$ cat src/rtl/vec3alu_pkg.sv
// Shared types, constants and helpers of the three-component vector ALU.
// Used by the top level, the pipelined square root and the pipelined divider.
// No dependencies.
package vec3alu_pkg;

    // Operation codes carried in the func field of an item.
    typedef enum logic [2:0] {
        FUNC_ADD    = 3'd0,
        FUNC_SUB    = 3'd1,
        FUNC_CROSS  = 3'd2,
        FUNC_DOT    = 3'd3,
        FUNC_SCALE  = 3'd4,
        FUNC_LENGTH = 3'd5,
        FUNC_NORM   = 3'd6
    } func_t;

    localparam int LANES       = 3;
    localparam int MULTS       = 6;
    localparam int SQRT_STAGES = 32;
    localparam int SUMSQ_W     = 64;
    localparam int LEN_W       = 33;
    localparam int WIDE_W      = 66;

    localparam logic signed [WIDE_W-1:0] MAX_WIDE = 66'sd2147483647;
    localparam logic signed [WIDE_W-1:0] MIN_WIDE = -66'sd2147483648;
    localparam logic signed [31:0]       MAX_WORD = 32'sh7FFF_FFFF;
    localparam logic signed [31:0]       MIN_WORD = 32'sh8000_0000;

    // One input item.
    typedef struct packed {
        logic [2:0]         func;
        logic signed [31:0] a_x;
        logic signed [31:0] a_y;
        logic signed [31:0] a_z;
        logic signed [31:0] b_x;
        logic signed [31:0] b_y;
        logic signed [31:0] b_z;
        logic signed [31:0] scale_factor;
    } cmd_item_t;

    // One result item.
    typedef struct packed {
        logic signed [31:0] r_x;
        logic signed [31:0] r_y;
        logic signed [31:0] r_z;
        logic signed [31:0] scalar;
        logic               fault;
    } res_item_t;

    // Item state carried alongside the square root pipeline.
    typedef struct packed {
        logic [2:0]         func;
        logic signed [31:0] r_x;
        logic signed [31:0] r_y;
        logic signed [31:0] r_z;
        logic signed [31:0] scalar;
        logic               fault;
        logic signed [31:0] a_x;
        logic signed [31:0] a_y;
        logic signed [31:0] a_z;
    } mid_t;

    // Item state carried alongside the divider pipeline.
    typedef struct packed {
        logic [2:0]         func;
        logic signed [31:0] r_x;
        logic signed [31:0] r_y;
        logic signed [31:0] r_z;
        logic signed [31:0] scalar;
        logic               fault;
        logic [LANES-1:0]   neg;
    } fin_t;

    typedef struct packed {
        logic               ovf;
        logic signed [31:0] val;
    } sat_t;

    // Clamp a wide signed value into 32 bits and report overflow.
    function automatic sat_t sat32(input logic signed [WIDE_W-1:0] v);
        sat_t s;
        s.ovf = 1'b0;
        s.val = v[31:0];
        if (v > MAX_WIDE)
        begin
            s.ovf = 1'b1;
            s.val = MAX_WORD;
        end
        else if (v < MIN_WIDE)
        begin
            s.ovf = 1'b1;
            s.val = MIN_WORD;
        end
        return s;
    endfunction

endpackage

$ cat src/rtl/vec3alu_isqrt.sv
// Pipelined 64-bit integer square root, one result bit per stage.
// Depends on vec3alu_pkg; carries an opaque sideband word with each item.
module vec3alu_isqrt
    import vec3alu_pkg::*;
#(
    parameter int SIDE_W = 1
)
(
    input  logic               clk,
    input  logic               rst_n,
    input  logic               en,
    input  logic               in_valid,
    input  logic [SUMSQ_W-1:0] in_n,
    input  logic [SIDE_W-1:0]  in_side,
    output logic               out_valid,
    output logic [LEN_W-1:0]   out_root,
    output logic [SIDE_W-1:0]  out_side
);

    logic               valid_reg [SQRT_STAGES];
    logic [SUMSQ_W-1:0] rem_reg   [SQRT_STAGES];
    logic [SUMSQ_W-1:0] root_reg  [SQRT_STAGES];
    logic [SIDE_W-1:0]  side_reg  [SQRT_STAGES];

    logic               valid_in  [SQRT_STAGES];
    logic [SUMSQ_W-1:0] rem_in    [SQRT_STAGES];
    logic [SUMSQ_W-1:0] root_in   [SQRT_STAGES];
    logic [SIDE_W-1:0]  side_in   [SQRT_STAGES];
    logic [SUMSQ_W-1:0] rem_next  [SQRT_STAGES];
    logic [SUMSQ_W-1:0] root_next [SQRT_STAGES];

    // Each stage tries one bit of the root against the running remainder.
    always_comb
    begin
        logic [SUMSQ_W-1:0] bit_w;
        logic [SUMSQ_W-1:0] trial;
        for (int k = 0; k < SQRT_STAGES; k++)
        begin
            if (k == 0)
            begin
                valid_in[k] = in_valid;
                rem_in[k]   = in_n;
                root_in[k]  = '0;
                side_in[k]  = in_side;
            end
            else
            begin
                valid_in[k] = valid_reg[k-1];
                rem_in[k]   = rem_reg[k-1];
                root_in[k]  = root_reg[k-1];
                side_in[k]  = side_reg[k-1];
            end
            bit_w = SUMSQ_W'(1) << (2 * (SQRT_STAGES - 1 - k));
            trial = root_in[k] + bit_w;
            if (rem_in[k] >= trial)
            begin
                rem_next[k]  = rem_in[k] - trial;
                root_next[k] = (root_in[k] >> 1) + bit_w;
            end
            else
            begin
                rem_next[k]  = rem_in[k];
                root_next[k] = root_in[k] >> 1;
            end
        end
    end

    // Valid bits move with the data.
    always_ff @(posedge clk or negedge rst_n)
    begin
        if (!rst_n)
        begin
            for (int k = 0; k < SQRT_STAGES; k++)
            begin
                valid_reg[k] <= 1'b0;
            end
        end
        else if (en)
        begin
            for (int k = 0; k < SQRT_STAGES; k++)
            begin
                valid_reg[k] <= valid_in[k];
            end
        end
    end

    // Stage data registers.
    always_ff @(posedge clk)
    begin
        if (en)
        begin
            for (int k = 0; k < SQRT_STAGES; k++)
            begin
                rem_reg[k]  <= rem_next[k];
                root_reg[k] <= root_next[k];
                side_reg[k] <= side_in[k];
            end
        end
    end

    assign out_valid = valid_reg[SQRT_STAGES-1];
    assign out_root  = root_reg[SQRT_STAGES-1][LEN_W-1:0];
    assign out_side  = side_reg[SQRT_STAGES-1];

endmodule

$ cat config.mk
export PLATFORM = sky130hd
export DESIGN_NAME = vec3alu_isqrt
export DESIGN_NICKNAME = d
export VERILOG_FILES = /design/src/rtl/vec3alu_pkg.sv /design/src/rtl/vec3alu_isqrt.sv
export SDC_FILE = /design/constraint.sdc
export NUM_CORES = 2
export LEC_CHECK = 0
export BUFFER_PORTS_ARGS = -buffer_cell sky130_fd_sc_hd__buf_4
export CAP_MARGIN = 20
export CORE_AREA = 2 2 497 499
export DETAILED_ROUTE_END_ITERATION = 8
export DIE_AREA = 0 0 499 501
export GPL_ROUTABILITY_DRIVEN = 0
export GPL_TIMING_DRIVEN = 0
export PLACE_DENSITY = 0.76
export SLEW_MARGIN = 0
export SYNTH_ARGS = -nofsm -noshare
export SYNTH_HDL_FRONTEND = slang
export SYNTH_MEMORY_MAX_BITS = 65536
export SYNTH_SLANG_ARGS = --single-unit
export TNS_END_PERCENT = 20
$ cat constraint.sdc
create_clock -name clk -period 3.9 [get_ports clk]
set_clock_uncertainty 0.1 [all_clocks]
set_input_delay 0.39 -clock clk [delete_from_list [all_inputs] [get_ports clk]]
set_output_delay 0.39 -clock clk [all_outputs]
set_load 0.01 [all_outputs]
After elaboration in Yosys (flattened, before gate mapping)
Memory sizes are Yosys's and may differ from the RTL's.
Cells that the tools add are included.
Storage, ports and cells
  output and inout port bits: 35
  memories: 3
  input bits: 69
  logic and storage cells: 227
  flip-flop bits (word level): 32
  RAM bits: 4128
Cells by class
  multiplexer cells: 66
  order comparisons: 32
  add/sub/neg operators: 94
Memories
  rem_reg: depth 32, bits a word 64, read ports 31, clocked after Yosys merged registers in 0, wr ports 32, RTL line vec3alu_isqrt.sv:21  | logic [SUMSQ_W-1:0] rem_reg [SQRT_STAGES];
  root_reg: depth 32, bits a word 64, read ports 32, clocked after Yosys merged registers in 0, wr ports 32, RTL line vec3alu_isqrt.sv:22  | logic [SUMSQ_W-1:0] root_reg [SQRT_STAGES];
  side_reg: depth 32, bits a word 1, read ports 32, clocked after Yosys merged registers in 0, wr ports 32, RTL line vec3alu_isqrt.sv:23  | logic [SIDE_W-1:0] side_reg [SQRT_STAGES];
Operator list (number)
  64-bit 2-to-1 mux: 63
  64-bit >= comparator: 31
  64-bit subtractor: 31
  63-bit by 1-bit adder with 64-bit output (second input constant): 1
  63-bit by 11-bit adder with 64-bit output (second input constant): 1
  63-bit by 13-bit adder with 64-bit output (second input constant): 1
  63-bit by 15-bit adder with 64-bit output (second input constant): 1
  63-bit by 17-bit adder with 64-bit output (second input constant): 1
  63-bit by 19-bit adder with 64-bit output (second input constant): 1
  63-bit by 21-bit adder with 64-bit output (second input constant): 1
  63-bit by 23-bit adder with 64-bit output (second input constant): 1
  63-bit by 25-bit adder with 64-bit output (second input constant): 1
  63-bit by 27-bit adder with 64-bit output (second input constant): 1
  63-bit by 29-bit adder with 64-bit output (second input constant): 1
  63-bit by 3-bit adder with 64-bit output (second input constant): 1
  63-bit by 31-bit adder with 64-bit output (second input constant): 1
  63-bit by 33-bit adder with 64-bit output (second input constant): 1
  63-bit by 35-bit adder with 64-bit output (second input constant): 1
  63-bit by 37-bit adder with 64-bit output (second input constant): 1
  63-bit by 39-bit adder with 64-bit output (second input constant): 1
  63-bit by 41-bit adder with 64-bit output (second input constant): 1
  63-bit by 43-bit adder with 64-bit output (second input constant): 1
  63-bit by 45-bit adder with 64-bit output (second input constant): 1
  63-bit by 47-bit adder with 64-bit output (second input constant): 1
  other kinds (45): 46

Logic depth before layout (Yosys ltp)
An unclocked memory read counts as a cell.
  word-level depth: 4
  gate-level depth with buffers: 15
  depth with buffers taken out: 14

Worst setup path after synthesis
OpenSTA, ideal clock, no wires.
  path type: reg2reg
  start point: memory rem_reg[20][25] (netlist: rem_reg[1][281])
  end point: memory rem_reg[21][55] (netlist: rem_reg[1][375]), data pin
  arrival: 3336 ps
  cell stages (with the launch flop): 14
  library setup time: 258 ps
  setup slack: 206 ps
  required time: 3542 ps
  buffers on the path: 1
  period minus slack after synthesis: 3694 ps
  cell sequence: edfxtp_1 -> ha_1 -> a21o_1 -> a21oi_1 -> nand3b_1 -> a21oi_1 -> nand2b_1 -> a31o_2 -> or3_1 -> or3_1 -> or3_1 -> clkbuf_1 -> or4_1 -> xnor2_1
RTL lines (RTL line)
  from (decl): vec3alu_isqrt.sv:21

==> flow_summary.toml <==
[run_status]
outcome = "finished with violations"
violations = "design-rule violations, negative setup slack"

[logic_synthesis]
yosys_warnings = 0
syn_nets = 10160
synthTopCellsByArea = "edfxtp_1 63%, ha_1 5.7%, xnor2_1 3.3%"
synth-seq-cells = 2576
seq_area_frac_synth_pct = 63.41
yosysTopAreaCellShare_pct = 62.75
synthCells = 9532
synth_ff_type = "edfxtp_1"
syn-cell-area_um2 = 121700
synth_top_cell_by_area = "edfxtp_1"
synth_cell_type_count = 97
ys_async_sr_fraction_pct = 1.242
synth_edf_count = 2544
syn_avg_cell_area_um2 = 12.77

[sta]
finalHoldViolCount = 0
fmax_ghz = 0.2378
period_share_pct = 107.8
fin_ws_ns = -0.3044
grt_setup_unrepaired = "yes"
worst_pin_slew_ns = 1.127
setup_violations = 39
fin_crit_ns = 4.204
max_slew_margin_pct = 24.87
drv_slew = 0

[worst_setup_path]
r2r_cells = 14
critPathCaptureType = "flip-flop"
critPathKind = "reg -> reg"
setup.worst_path.start_class = "flip-flop"
worstPathMaxFanout = 7
r2r-start = "rem_reg[1][609]"
cp.required_ns = 4.40
regToRegSetupSlack_ns = -0.30
crit_arrival_ns = 4.70
worstReg2RegEnd = "rem_reg[1][693]"

[cts]
cts_tree = "yes"
clk_latency_ns = 0.97
clockRootBuffer = "clkbuf_16"
clock_sinks = 2576
h-tree-depth = 5
clk_pin_slew_ns = 0.07
clk_path_buf_depth = 4
cts_buffers = 287

[place]
pre_cts_ws_ns = -1.616
portBuffers = 102
dp_hpwl_mm = 212.2
placed_area_um2 = 127000
placed_cells = 12880

[floorplanning]
ios = 104
initial_core_util_pct = 49.73
fp.dieH_um = 501
die_area_um2 = 250000
die_w_um = 499
fp-row-count = 182
core_um2 = 244800

[min_path]
hp-start = "in_n[32]"
holdCritPathClass = "in -> reg"
holdPathEnd = "rem_reg[0][32]"
holdPathStages = 2

[drt]
wire_per_inst_um = 22.17
finalWirelength_mm = 300.4
drt_iter0_drc = 7614
vias_per_cell = 5.912
drc_errors = 1
postRouteAntennaNets = 0
first_pass_iters = 9
vias = 80090

[finish]
final_cell_count_no_fill = 13550
area_delta_synth_final_pct = 14.82
nNetsFinal = 10740
drive_gt1_share_pct = 11.37
largest_reg_flops = 1984
final_util_pct = 57.10
fin_area_um2 = 139800

[global_routing]
first_global_vias = 81140
grt_pass1_wl_mm = 452.6
grtUsageTotal_pct = 23.23
overflow = 0
grt_start_max_net_pins = 219
antenna_found_initial = 5

[power]
total_power_mw = 81.96
p_per_area_nw_per_um2 = 586.3
ir_drop_uv = 435.8
p_leak_nw = 52.77

[flow_run]
maxCapViolCount = 0
[layout by cell type (no fill, tap or decap), drive strengths merged, types with 56 or more instances in the layout]
cell / netlist / layout
inv: 701 / 709
nor2: 623 / 623
dlygate4sd3: 0 / 94
nand4: 149 / 149
ha: 558 / 558
xnor2: 456 / 456
nand2: 600 / 600
o21ai: 431 / 431
a21oi: 610 / 610
nor4: 337 / 337
nand3: 137 / 137
or4: 56 / 56
a21o: 262 / 262
xor2: 422 / 422
clkinv: 0 / 104
edfxtp: 2544 / 2544
nor3: 252 / 252
clkbuf: 153 / 475
nor2b: 81 / 81
mux2: 125 / 125
or3: 114 / 114
nand2b: 104 / 104
buf: 26 / 244
o21a: 93 / 93
[worst max-delay path by stage]
stage	startpoint	end	slack, ns	cells after the start
floorplan	rem_reg[1][281]	rem_reg[1][375]	0.21	13
global placement	en	rem_reg[1][899]	-19.70	1
detailed placement	rem_reg[1][850]	rem_reg[1][952]	-1.62	12
CTS	rem_reg[1][609]	rem_reg[1][703]	-0.34	13
global route	rem_reg[1][609]	rem_reg[1][693]	-0.37	14
finish	rem_reg[1][609]	rem_reg[1][693]	-0.30	14
[worst max-delay path, stage by stage, from the launching register on]
cell and delay (ns):
edfxtp_1 0.46, ha_4 0.31, and4_4 0.22, nor4b_4 0.26
buf_6 0.20, nand4_1 0.56, nor4_4 0.43, nor4_4 0.11
o2111ai_4 0.16, nand4b_1 0.25, nor3_4 0.28, nand3_4 0.22
buf_6 0.22, nor2_4 0.07, xor2_1 0.07
[Yosys cell counts (all sizes together) (13+ instances only)]
cell,n
a211oi,33
nand3b,26
a21boi,33
buf,26
nor4b,47
clkbuf,153
or2,42
nand2b,104
mux2,125
nor3b,14
ha,558
nor2,623
nand2,600
o2111ai,15
nor2b,81
a21o,262
o211ai,24
a221o,14
or4,56
nand3,137
dfrtp,32
o21a,93
and2,25
o21ai,431
inv,701
or3,114
and3,36
nor4,337
xor2,422
nor3,252
o31ai,36
xnor2,456
a21oi,610
edfxtp,2544
a2111oi,17
a31oi,48
nand4,149
a211o,13
o21bai,43
[final cells by class]
type	instances	area (um2)
diodes	12	30.03
clock buffers	344	7533
well taps	3220	4029
flip-flops and latches	2576	77190
multi-input cells	6076	43390
repair buffers	311	2923
inverters	701	2635
fillers	17970	105000
clock inverters	148	1286
plain buffers	159	760.7
[logic make-up (layout without fill, tap and decap cells)]
group           Yosys count  after routing  share of synthesized area (%)
compound gates         1801           1801                          9.191
xor+xnor                878            878                          6.317
fa+ha+maj               558            558                          5.735
buf+inv                 880           1663                          2.734
flops                  2576           2576                          63.41
mux                     134            134                          1.230
other cells               1             13                       0.003080
simple gates           2704           2704                          11.38
[stage by stage]
stage / TNS (ns) / hold slack (ns)
finish: -4.083 / 0.03748
global route: -12.13 / 0.01200
detailed placement: -427.23 / 0.2406
CTS: -6.345 / 0.001079
floorplan: 0 / -0.005591
global placement: - / 0.2288
[what timing repair did]
item | 4_1_cts | 5_1_grt
endpoints found under the hold margin | 181 | 0
setup buffers | 32 | 54
cloned | 0 | 1
setup endpoints to repair | 725 | 769
pin swaps | 47 | 55
resized for setup | 280 | 256
hold buffers | 96 | 0
[power by group]
group	internal, mW	switching [mW]
Sequential	35.2	2.88
Clock	15.0	10.8
Combinational	7.31	10.8
Total	57.5	24.5
[layer usage]
layer	track usage, %	routed length (um)	up-vias
met5	0	13	-
met4	18.31	28190	2
met3	3.575	16070	1239
met2	43.80	158000	3586
met1	22.41	98160	38460
li1	-	-	36800
No activity file was read; power rests on OpenSTA's default activity.
